[config.mk]
export PLATFORM = sky130hd
export DESIGN_NAME = ptw_ram
export DESIGN_NICKNAME = d
export VERILOG_FILES = /design/src/design/ptw_ram.sv
export SDC_FILE = /design/constraint.sdc
export NUM_CORES = 1
export LEC_CHECK = 0
export ABC_AREA = 1
export BUFFER_PORTS_ARGS = -buffer_cell sky130_fd_sc_hd__buf_2
export CORE_ASPECT_RATIO = 1.5
export CORE_MARGIN = 2
export CORE_UTILIZATION = 55
export DETAILED_ROUTE_END_ITERATION = 16
export PLACE_DENSITY = 0.8
export SYNTH_ARGS = -nofsm -noshare
export SYNTH_HDL_FRONTEND = slang
export SYNTH_SLANG_ARGS = --single-unit
[constraint.sdc]
create_clock -name clock -period 1.1 [get_ports clock]
set_input_delay 0.165 -clock clock [delete_from_list [all_inputs] [get_ports clock]]
set_output_delay 0.165 -clock clock [all_outputs]
set_load 0.005 [all_outputs]
[src/design/ptw_ram.sv]
// ---------------------------------------------------------------------------
// ptw_ram
// generic single write port, single read port ram with registered read
// ---------------------------------------------------------------------------
module ptw_ram #(
   parameter int WIDTH = 8,
   parameter int DEPTH = 16
) (
   input  logic                     clock,
   input  logic                     wr_en,
   input  logic [$clog2(DEPTH)-1:0] wr_addr,
   input  logic [WIDTH-1:0]         wr_data,
   input  logic                     rd_en,
   input  logic [$clog2(DEPTH)-1:0] rd_addr,
   output logic [WIDTH-1:0]         rd_data
);

   logic [WIDTH-1:0] mem_ff [DEPTH];
   logic [WIDTH-1:0] rd_data_ff;

   // write port
   always_ff @(posedge clock) begin
      if (wr_en) begin
         mem_ff[wr_addr] <= wr_data;
      end
   end

   // registered read port
   always_ff @(posedge clock) begin
      if (rd_en) begin
         rd_data_ff <= mem_ff[rd_addr];
      end
   end

   assign rd_data = rd_data_ff;

endmodule

==> results of run 1 <==
-- layer usage --
layer / GRT usage (%) / wire (um)
met2: 39.5 / 6930
met5: 0 / 0
met1: 30.7 / 5300
met3: 6.26 / 778
met4: 12.3 / 522
-- critical path: stages, from the launching register on --
cell	delay, ns
edfxtp_1	0.37
inv_1	0.06
nand2_1	0.05
nand3_1	0.13
nand3_2	0.13
nand3_2	0.12
nand2_2	0.07
-- final cells by class --
class                           instances  area, um2
Tap cell                              144        180
Sequential cell                       136       4080
Clock buffer                           17        425
Multi-Input combinational cell        289       1450
Inverter                              102        383
Fill cell                             685       3250
Timing Repair Buffer                   54        428
Clock inverter                         14        278
-- worst max path at each step --
stage | start | end | slack (ns)
2_1_floorplan | wr_addr[3] | mem_ff[4][0]$_DFFE_PP_ | -0.02
3_3_place_gp | rd_addr[0] | rd_data[7]$_DFFE_PP_ | -0.21
3_5_place_dp | rd_addr[0] | rd_data[4]$_DFFE_PP_ | -0.24
4_1_cts | rd_data[5]$_DFFE_PP_ | rd_data[5] | -0.04
5_1_grt | mem_ff[15][7]$_DFFE_PP_ | rd_data[7]$_DFFE_PP_ | -0.10
6_report | mem_ff[15][7]$_DFFE_PP_ | rd_data[7]$_DFFE_PP_ | -0.08
-- cells in the mapped netlist --
library cell	n
nand3_1	97
buf_2	13
nand3b_1	2
buf_1	1
inv_2	2
nor2_1	17
inv_1	100
edfxtp_1	136
buf_4	4
buf_6	6
nand2_1	173
-- power breakdown --
group | switching (mW) | internal (mW)
clock | 2.04 | 4.67
sequential | 0.0319 | 5.84
combinational | 0.564 | 0.276
total | 2.63 | 10.8
-- metrics by stage --
step | hold WS (ns) | instances | instance area, um2 | util [%] | setup slack (ns)
after floorplan | 0.264 | 551 | 5850 | - | -0.0158
after global placement | 0.530 | 725 | 6290 | 60.0 | -0.208
after detailed placement | 0.532 | 725 | 6290 | 60.0 | -0.238
after CTS | 0.0890 | 756 | 7040 | 67.2 | -0.0420
after global routing | 0.0967 | 756 | 7230 | 69.0 | -0.104
final | 0.102 | 756 | 7230 | 69.0 | -0.0764
-- kinds of logic (layout without fill, tap and decap cells) --
kind of cell / count (synthesis) / after routing
buf+inv: 126 / 187
simple gates: 289 / 289
flops: 136 / 136
-- what timing repair did --
action                     4_1_cts  5_1_grt
setup endpoints to repair       10       16
pin swaps                        6       29
gates resized for setup         10       43
-- flip-flops by register name (all words and copies together), names as in the netlist --
register  cells
rd_data       8
mem_ff      128
-- cells in the final DEF (no fill, tap or decap), drive strengths merged --
cell type / instances
clkinvlp: 2
bufinv: 8
clkbuf: 17
nand3b: 2
nor2: 17
inv: 102
nand3: 97
buf: 54
nand2: 173
clkinv: 4
edfxtp: 136
==> PnR_summary.wiki, run 1 <==
{| class="wikitable"
! Metric !! Value
|-
| Result of the run || finished with violations
|-
| Violated checks || negative setup slack
|-
| DRC violations left || 0
|-
| Per-cell routed wire length || 17.9 um
|-
| Endpoints failing hold || 0
|-
| Yosys top cell area share || between 60% and 70%
|-
| Global route overflow || 0
|-
| Number of nets in the finished design || slightly above 600
|-
| Clock latency reported for the late side of the worst-skew pair || ~0.42 ns
|-
| Synthesized-area fraction occupied by ao, oa, aoi and oai cells || 0%
|-
| Main combinational cell family by area after synthesis || simple AND/OR/NAND/NOR gates
|-
| DRT antenna net count || 0
|-
| Via count of the first global-routing pass || about 3900
|-
| Total power || approximately 13 mW
|-
| R2r startpoint || mem_ff[15][7]$_DFFE_PP_
|-
| Cell Rows || 46
|-
| Critical-path maximum fanout || 1
|-
| Syn_area_per_cell || between 10 and 15 um2
|-
| Min-delay worst type || in2reg
|-
| Relative area change from synthesis to final layout || 23.6%
|-
| Clock-pin transition on the worst setup and hold timing paths || 0.06 ns
|-
| CTS H-Tree Depth || 4
|-
| Maximum clock frequency || 0.850 GHz
|-
| Synth Instances || ~550
|-
| Portion of netlist area occupied by mux cells || 0%
|-
| Relative slew slack || approximately 76%
|-
| Synthesis-stage register bit count || roughly 140
|-
| Die height || roughly 130 um
|-
| Tcrit/Tclk final || 107%
|-
| Number of setup violations in the final report || 6
|-
| Final slew viol count || 0
|-
| Effective utilization at floorplan || a little under three fifths
|-
| Floorplan die area || approximately 11000 um2
|-
| Hold Path Depth || 1
|-
| Worst Skew || 0.00585 ns
|-
| Hold Path End || rd_data[6]$_DFFE_PP_
|-
| Kind of start point of the critical path || register
|-
| Via count of the routed design || about 4100
|-
| DPL Wire Length || between 8000 and 9000 um
|-
| Critical path capture point type || register
|-
| IO Port Bufs || 26
|-
| Antenna violations before repair || 0
|-
| Source of the worst hold timing path || rd_en
|-
| Cell at the root of the clock tree || clkbuf_16
|-
| Maximum number of pins on one net before global-route repair || 34
|-
| Routability cong. || about 0.84
|-
| Worst r2r path cells || 6
|-
| Clock sink count || between 100 and 150
|-
| Via-per-instance ratio || ~5.4
|-
| Post-CTS Setup Inserts || 0
|-
| Required time at the worst-slack endpoint || around 1.3 ns
|-
| Top cell type by total area after synthesis || edfxtp_1
|-
| Critical Path AT || around 1.4 ns
|-
| Largest buffer count on any clock path || 2
|-
| CTS hold repair buffers || 0
|-
| Setup repair after global routing missed its margin || true
|-
| Reg-to-Reg End || rd_data[7]$_DFFE_PP_
|-
| Number of maximum-capacitance constraint violations || 0
|-
| Wire length of the first global-routing pass || about 20000 um
|-
| Setup slack of the critical path after layout || -0.0764 ns
|-
| Number of different library cells in the post-synthesis netlist || 11
|-
| Xor and xnor fraction of the mapped netlist area || 0%
|-
| Boundary pin count || 27
|-
| Starting DRT DRC Count || approximately 390
|-
| Final min period || 1.18 ns
|-
| Power density over the cells || 1860 nW/um2
|-
| All-layer global routing usage || between 20% and 30%
|-
| YS warnings || 0
|-
| Type of the worst setup path || reg2reg
|-
| Antenna cell count || 0
|-
| Synthesized net count || 570
|-
| Worst slew pin tran || approximately 0.36 ns
|-
| Setup TNS || -0.115 ns
|-
| Sum of routed wire length over all layers || 13500 um
|-
| Combined area of all synthesized cells || between 5000 and 6000 um2
|-
| Maximum resistive drop on vdd || 0.00148 V
|-
| First-pass iteration count of the detailed router || 5
|-
| TritonCTS clock tree || yes
|-
| Overall die width || a little under 90 um
|-
| Core footprint || about 10000 um2
|-
| Reported leakage power || between 3 and 4 nW
|-
| Most area-consuming cells after synthesis || edfxtp_1, nand2_1, nand3_1
|-
| Post-Synth Adder-Cell Area || 0%
|-
| Ratio of cells with drive above 1 in the final layout || between 20% and 30%
|-
| Area share of and/or/nand/nor cells after synthesis || 20.8%
|-
| Minimum setup slack among reg-to-reg paths || -0.08 ns
|-
| TritonCTS Buffers || 17
|-
| Sequential area share after synthesis || between 60% and 70%
|}
No activity file was read; power rests on OpenSTA's default activity.
==> inputs of run 2 (changes only) <==
--- a/config.mk
+++ b/config.mk
@@ -6,11 +6,11 @@
 export NUM_CORES = 1
 export LEC_CHECK = 0
 export ABC_AREA = 1
-export BUFFER_PORTS_ARGS = -buffer_cell sky130_fd_sc_hd__buf_2
 export CORE_ASPECT_RATIO = 1.5
 export CORE_MARGIN = 2
-export CORE_UTILIZATION = 55
+export CORE_UTILIZATION = 57
 export DETAILED_ROUTE_END_ITERATION = 16
+export DONT_BUFFER_PORTS = 1
 export PLACE_DENSITY = 0.8
 export SYNTH_ARGS = -nofsm -noshare
 export SYNTH_HDL_FRONTEND = slang
==> PnR_summary.wiki, run 2 (synthesized netlist as in run 1, its figures left out) <==
{| class="wikitable"
! Metric !! Value
|-
| Leading cell type in the layout, fill and taps excluded || nand2_1
|-
| Antenna cell count || 0 (unchanged)
|-
| Clock latency reported for the late side of the worst-skew pair || 0.42 ns (about the same)
|-
| Starting DRT DRC Count || 390 (-0.51%)
|-
| CTS H-Tree Depth || 4 (unchanged)
|-
| Wire length of the first global-routing pass || 20600 um (+2.0%)
|-
| Boundary pin count || 27 (unchanged)
|-
| Commonest cells after routing, fill and taps aside || nand2_1, edfxtp_1, inv_1, nand3_1, nand3_2
|-
| Worst Skew || 0.00627 ns (+0.000422 ns)
|-
| Number of non-filler instances in the completed layout || 706 (-6.6%)
|-
| Reported leakage power || 2.95 nW (-5.9%)
|-
| Post-placement cell count || 665 (-8.3%)
|-
| Buffering stage count on the worst path with inverters included || 1 (unchanged)
|-
| Result of the run || finished with violations
|-
| Largest buffer count on any clock path || 2 (unchanged)
|-
| CP peak stage delay || 1.09 ns (+0.72 ns)
|-
| Cell Rows || 45 (-2.2%)
|-
| Hold Path Depth || 2 (+1)
|-
| DPL Wire Length || 8210 um (+2.3%)
|-
| Maximum number of pins on one net before global-route repair || 66 (+94%)
|-
| Critical-path maximum fanout || 16 (+15)
|-
| Maximum clock frequency || 0.854 GHz (+0.51%)
|-
| Setup TNS || -1.05 ns (-0.932 ns)
|-
| Fill cells || 690 (+0.73%)
|-
| Critical path capture point type || register
|-
| Reg with most FFs || mem_ff
|-
| Type of the worst setup path || in2reg
|-
| Clock sink count || 136 (unchanged)
|-
| Core footprint || 10100 um2 (-3.8%)
|-
| Relative area change from synthesis to final layout || 16.3%
|-
| Die height || 128 um (-1.7%)
|-
| Final min period || 1.17 ns (-0.00600 ns)
|-
| Global route overflow || 0 (unchanged)
|-
| Kind of start point of the critical path || input pin
|-
| Reg-to-Reg End || rd_data[2]$_DFFE_PP_
|-
| Violated checks || negative hold slack, negative setup slack
|-
| Number of maximum-capacitance constraint violations || 0 (unchanged)
|-
| Min-delay worst type || in2reg
|-
| Routability cong. || 0.930 (+11%)
|-
| Setup repair after global routing missed its margin || true
|-
| Hold Path End || rd_data[1]$_DFFE_PP_
|-
| Maximum resistive drop on vdd || 0.00150 V (+1.3%)
|-
| Via-per-instance ratio || 5.68 (+5.7%)
|-
| Worst path cell trace || dlygate4sd3_1
|-
| IO Port Bufs || 0 (-100%)
|-
| Number of nets in the finished design || 596 (-3.7%)
|-
| Number of setup violations in the final report || 19 (+13)
|-
| Minimum setup slack among reg-to-reg paths || -0.03 ns (+0.05 ns)
|-
| Number of flip-flops under the largest register name || 128 (unchanged)
|-
| Relative slew slack || 42.0% (-34 points)
|-
| TritonCTS Buffers || 17 (unchanged)
|-
| TritonCTS clock tree || yes
|-
| Clock-pin transition on the worst setup and hold timing paths || 0.05 ns (about the same)
|-
| Via count of the first global-routing pass || 3951 (+2.4%)
|-
| Final slew viol count || 0 (unchanged)
|-
| First-pass iteration count of the detailed router || 7 (+2)
|-
| Critical Path AT || 1.27 ns (-0.08 ns)
|-
| Tcrit/Tclk final || 106% (-0.55 points)
|-
| Critical Path Slowest Stage Cell || dlygate4sd3_1
|-
| Hold_ws || -0.0200 ns (-0.122 ns)
|-
| Post-route core utilization || 67.5% (-1.5 points)
|-
| Worst slew pin tran || 0.870 ns (+0.509 ns)
|-
| Floorplan die area || 11100 um2 (-3.4%)
|-
| Power density over the cells || 1730 nW/um2 (-6.8%)
|-
| Setup slack of the critical path after layout || -0.0704 ns (+0.00600 ns)
|-
| Cell at the root of the clock tree || clkbuf_16
|-
| Overall die width || 86.7 um (-1.7%)
|-
| DRC violations left || 0 (unchanged)
|-
| Kind of cell adding the most delay to the critical path || buffers and inverters
|-
| Area used by multi-input combinational logic || 1370 um2 (-5.7%)
|-
| DRT antenna net count || 0 (unchanged)
|-
| Sum of routed wire length over all layers || 13700 um (+1.1%)
|-
| R2r startpoint || mem_ff[0][2]$_DFFE_PP_
|-
| Antenna violations before repair || 0 (unchanged)
|-
| Endpoints failing hold || 1 (+1)
|-
| Worst r2r path cells || 6 (unchanged)
|-
| Via count of the routed design || 4013 (-1.3%)
|-
| Ratio of cells with drive above 1 in the final layout || 13.9% (-8.8 points)
|-
| Effective utilization at floorplan || 58.0% (+2.2 points)
|-
| Seq. cell area || 4080 um2 (unchanged)
|-
| Required time at the worst-slack endpoint || 1.20 ns (-0.07 ns)
|-
| Per-cell routed wire length || 19.4 um (+8.2%)
|-
| Setup WS pre-CTS || -0.120 ns (+0.118 ns)
|-
| All-layer global routing usage || 25.9% (+1.4 points)
|-
| Source of the worst hold timing path || rd_addr[3]
|}
## run 2: final cells by class
type	count	area share [%]
Clock buffer	18	6.31
Inverter	102	5.63
Clock inverter	13	1.66
Tap cell	117	2.15
Sequential cell	136	60.0
Timing Repair Buffer	31	4.12
Multi-Input combinational cell	289	20.1
## run 2: worst max path at each step
| stage | startpoint | end | slack (ns) | cells after the start |
|---|---|---|---|---|
| global route | mem_ff[8][2]$_DFFE_PP_ | rd_data[2]$_DFFE_PP_ | -0.08 | 6 |
| CTS | mem_ff[4][4]$_DFFE_PP_ | rd_data[4]$_DFFE_PP_ | -0.006 | 6 |
| finish | wr_data[3] | mem_ff[5][3]$_DFFE_PP_ | -0.07 | 1 |
| global placement | rd_addr[0] | rd_data[1]$_DFFE_PP_ | -0.11 | 7 |
| floorplan | wr_addr[3] | mem_ff[4][0]$_DFFE_PP_ | -0.02 | 2 |
| detailed placement | rd_addr[0] | rd_data[1]$_DFFE_PP_ | -0.12 | 7 |
## run 2: power breakdown
group | internal (mW) | leakage (nW) | switching [mW]
Combinational | 0.210 | 1.44 | 0.444
Clock | 3.25 | 0.269 | 1.98
Sequential | 5.85 | 1.24 | 0.0412
Total | 9.31 | 2.95 | 2.46
## run 2: per-stage QoR
| stage | power [mW] | area, um2 |
|---|---|---|
| after floorplan | 6.38 | 5850 |
| after global placement | 6.44 | 6000 |
| after detailed placement | 6.46 | 6000 |
| after CTS | 11.7 | 6660 |
| after global routing | 12.1 | 6800 |
| final | 11.8 | 6800 |
## run 2: what timing repair did
| item | 4_1_cts | 5_1_grt |
|---|---|---|
| buffers inserted | 0 | 0 |
| endpoints found under the setup margin | 7 | 72 |
| gates resized for setup | 9 | 28 |
| hold endpoints to repair | 143 | 22 |
| pin swaps | 4 | 9 |
| hold buffers | 8 | 2 |
## run 2: routing by layer
| layer | wire length [um] | global-route usage, % | part of all wire (%) |
|---|---|---|---|
| met3 | 1100 | 6.18 | 8.0 |
| met1 | 4710 | 29.3 | 34 |
| met2 | 7210 | 44.1 | 53 |
| met4 | 650 | 15.3 | 4.8 |
| met5 | 0 | 0 | 0 |
==> inputs of run 3 (changes only) <==
==> config.mk (replaced) <==
export PLATFORM = sky130hd
export DESIGN_NAME = ptw_ram
export DESIGN_NICKNAME = d
export VERILOG_FILES = /design/src/design/ptw_ram.sv
export SDC_FILE = /design/constraint.sdc
export NUM_CORES = 1
export LEC_CHECK = 0
export CORE_ASPECT_RATIO = 1.5
export CORE_MARGIN = 2
export CORE_UTILIZATION = 56
export DETAILED_ROUTE_END_ITERATION = 16
export DONT_BUFFER_PORTS = 1
export PLACE_DENSITY = 0.79
export SYNTH_ARGS = -nofsm -noshare
export SYNTH_HDL_FRONTEND = slang
export SYNTH_SLANG_ARGS = --single-unit
==> PnR_summary.wiki, run 3 <==
{| class="wikitable"
! Metric !! Value
|-
| Result of the run || finished with violations
|-
| Violated checks || negative setup slack
|-
| Syn_area_per_cell || 22.8 um2 (+120%)
|-
| TritonCTS clock tree || yes
|-
| Floorplan die area || 10100 um2 (-8.7%)
|-
| Relative slew slack || 45.0% (+3.0 points)
|-
| Most numerous cell types in the synthesized netlist || edfxtp_1, mux4_2, a22oi_1
|-
| Maximum resistive drop on vdd || 0.00140 V (-6.9%)
|-
| Cell at the root of the clock tree || clkbuf_16
|-
| Via count of the first global-routing pass || 2578 (-35%)
|-
| Reg with most FFs || mem_ff
|-
| Commonest cells after routing, fill and taps aside || edfxtp_1, mux4_2, clkbuf_16, buf_4, a22oi_1
|-
| Number of flip-flops under the largest register name || 128 (unchanged)
|-
| Synth Instances || 229 (-58%)
|-
| Min-delay worst type || in2reg
|-
| Setup repair after global routing missed its margin || true
|-
| Number of nets in the finished design || 286 (-52%)
|-
| Starting DRT DRC Count || 267 (-32%)
|-
| Critical Path AT || 1.58 ns (+0.31 ns)
|-
| Synthesis-stage register bit count || 136 (unchanged)
|-
| Required time at the worst-slack endpoint || 1.25 ns (+0.05 ns)
|-
| Async SR Flop Fraction || 0% (unchanged)
|-
| Clock latency reported for the late side of the worst-skew pair || 0.41 ns (about the same)
|-
| Synthesized net count || 248 (-56%)
|-
| Sum of routed wire length over all layers || 9940 um (-27%)
|-
| Largest buffer count on any clock path || 2 (unchanged)
|-
| Most used flip-flop cell after synthesis || edfxtp_1
|-
| Endpoints failing hold || 0 (-1)
|-
| Seq. cell area || 4080 um2 (unchanged)
|-
| Reg-to-Reg End || rd_data[7]$_DFFE_PP_
|-
| Number of setup violations in the final report || 8 (-11)
|-
| TritonCTS Buffers || 17 (unchanged)
|-
| Setup slack of the critical path after layout || -0.328 ns (-0.258 ns)
|-
| Global route overflow || 0 (unchanged)
|-
| Die height || 122 um (-4.5%)
|-
| DRT antenna net count || 0 (unchanged)
|-
| Most area-consuming cells after synthesis || edfxtp_1, mux4_2, mux4_1
|-
| Top cell type by total area after synthesis || edfxtp_1
|-
| Core footprint || 9150 um2 (-9.2%)
|-
| Maximum number of pins on one net before global-route repair || 33 (-50%)
|-
| Routability cong. || 0.762 (-18%)
|-
| Hold Path End || mem_ff[8][4]$_DFFE_PP_
|-
| Overall die width || 82.9 um (-4.4%)
|-
| Via-per-instance ratio || 6.25 (+10%)
|-
| Yosys top cell area share || 78.1% (+8.3 points)
|-
| DPL Wire Length || 6110 um (-26%)
|-
| Critical path capture point type || register
|-
| Area used by multi-input combinational logic || 1110 um2 (-18%)
|-
| Number of different library cells in the post-synthesis netlist || 18 (+7)
|-
| Kind of start point of the critical path || register
|-
| DRC violations left || 0 (unchanged)
|-
| Number of maximum-capacitance constraint violations || 0 (unchanged)
|-
| Tcrit/Tclk final || 130% (+23 points)
|-
| Fill cells || 558 (-19%)
|-
| Effective utilization at floorplan || 57.2% (-0.86 points)
|-
| All-layer global routing usage || 21.4% (-4.5 points)
|-
| Sequential area share after synthesis || 78.1% (+8.3 points)
|-
| Per-cell routed wire length || 25.3 um (+31%)
|-
| Number of non-filler instances in the completed layout || 392 (-44%)
|-
| Combined area of all synthesized cells || 5230 um2 (-11%)
|-
| Antenna cell count || 0 (unchanged)
|-
| Number of synthesized flops with an enable pin || 136 (unchanged)
|-
| Source of the worst hold timing path || wr_addr[1]
|-
| Clock sink count || 136 (unchanged)
|-
| IO Port Bufs || 0 (unchanged)
|-
| Hold Path Depth || 2 (unchanged)
|-
| Relative area change from synthesis to final layout || 19.3%
|-
| Clock-pin transition on the worst setup and hold timing paths || 0.06 ns (about the same)
|-
| Power density over the cells || 1930 nW/um2 (+12%)
|-
| Worst slew pin tran || 0.822 ns (-0.0477 ns)
|-
| CTS H-Tree Depth || 4 (unchanged)
|-
| Wire length of the first global-routing pass || 15400 um (-25%)
|-
| Leading cell type in the layout, fill and taps excluded || edfxtp_1
|-
| Antenna violations before repair || 0 (unchanged)
|-
| Final slew viol count || 0 (unchanged)
|-
| Reported leakage power || 2.01 nW (-32%)
|-
| Worst Skew || 0.0107 ns (+0.00441 ns)
|-
| Post-CTS Setup Inserts || 0 (unchanged)
|-
| YS warnings || 0 (unchanged)
|-
| Most used standard cell by instance count after synthesis || edfxtp_1
|-
| Post-placement cell count || 351 (-47%)
|-
| Boundary pin count || 27 (unchanged)
|-
| Type of the worst setup path || reg2reg
|-
| Setup TNS || -2.33 ns (-1.28 ns)
|-
| Via count of the routed design || 2451 (-39%)
|-
| Final min period || 1.43 ns (+0.258 ns)
|-
| Cell Rows || 43 (-4.4%)
|-
| Maximum clock frequency || 0.700 GHz (-18%)
|-
| Worst r2r path cells || 3 (-3)
|-
| Ratio of cells with drive above 1 in the final layout || 34.6% (+21 points)
|-
| R2r startpoint || mem_ff[2][7]$_DFFE_PP_
|-
| Minimum setup slack among reg-to-reg paths || -0.33 ns (-0.30 ns)
|-
| Critical-path maximum fanout || 1 (-15)
|-
| First-pass iteration count of the detailed router || 5 (-2)
|}
[run 3: stage by stage]
step,power (mW),hold WS [ns],setup WS [ns],instance area [um2],util (%)
finish,12.0,0.0874,-0.328,6230,68.2
global placement,6.32,0.264,-0.306,5520,60.4
detailed placement,6.34,0.264,-0.372,5520,60.4
CTS,12.1,0.0746,-0.327,6220,68.1
floorplan,6.31,0.264,-0.265,5290,-
global route,12.4,0.0702,-0.375,6230,68.2
[run 3: final cells by class]
type                       count  share of cell area [%]
clock buffer                  21                    7.06
timing repair buffer          29                    4.86
tap                          112                    2.25
multi-input combinational     83                    17.9
clock inverter                11                    2.47
sequential                   136                    65.5
[run 3: metal layers]
layer | vias up | wire length (um) | global-route usage (%)
li1 | 1056 | - | -
met1 | 1254 | 3850 | 26.8
met2 | 127 | 5220 | 35.4
met3 | 14 | 715 | 6.46
met4 | 0 | 145 | 8.91
met5 | - | 0 | 0
[run 3: worst max path at each step]
| stage | start | cells past startpoint | endpoint | slack, ns |
|---|---|---|---|---|
| 2_1_floorplan | rd_addr[0] | 5 | rd_data[1]$_DFFE_PP_ | -0.27 |
| 3_3_place_gp | mem_ff[11][3]$_DFFE_PP_ | 3 | rd_data[3]$_DFFE_PP_ | -0.31 |
| 3_5_place_dp | mem_ff[1][0]$_DFFE_PP_ | 3 | rd_data[0]$_DFFE_PP_ | -0.37 |
| 4_1_cts | mem_ff[3][0]$_DFFE_PP_ | 3 | rd_data[0]$_DFFE_PP_ | -0.33 |
| 5_1_grt | mem_ff[3][0]$_DFFE_PP_ | 3 | rd_data[0]$_DFFE_PP_ | -0.38 |
| 6_report | mem_ff[2][7]$_DFFE_PP_ | 3 | rd_data[7]$_DFFE_PP_ | -0.33 |
[run 3: cell families after synthesis]
| family | after synthesis | synth area share (%) |
|---|---|---|
| and+or+nand+nor | 35 | 3.14 |
| DFF | 136 | 78.1 |
| buffers and inverters | 10 | 1.65 |
| muxes | 32 | 14.8 |
| AOI/OAI and AO/OA | 16 | 2.30 |
[run 3: worst max-delay path: stages (launching register included)]
cell and delay [ns]:
edfxtp_1 0.37, mux4_2 0.47, a22oi_1 0.24, nand2_1 0.09
[run 3: power breakdown]
group	total [mW]	internal, mW	switching (mW)
clock	5.70	3.75	1.95
sequential	5.89	5.85	0.0408
combinational	0.458	0.224	0.234
[run 3: timing repair]
action / CTS / global route
gates resized for setup: 5 / 2
hold buffers: 9 / 0
pin swaps: 1 / 0
hold endpoints to repair: 136 / 0
setup endpoints to repair: 8 / 8
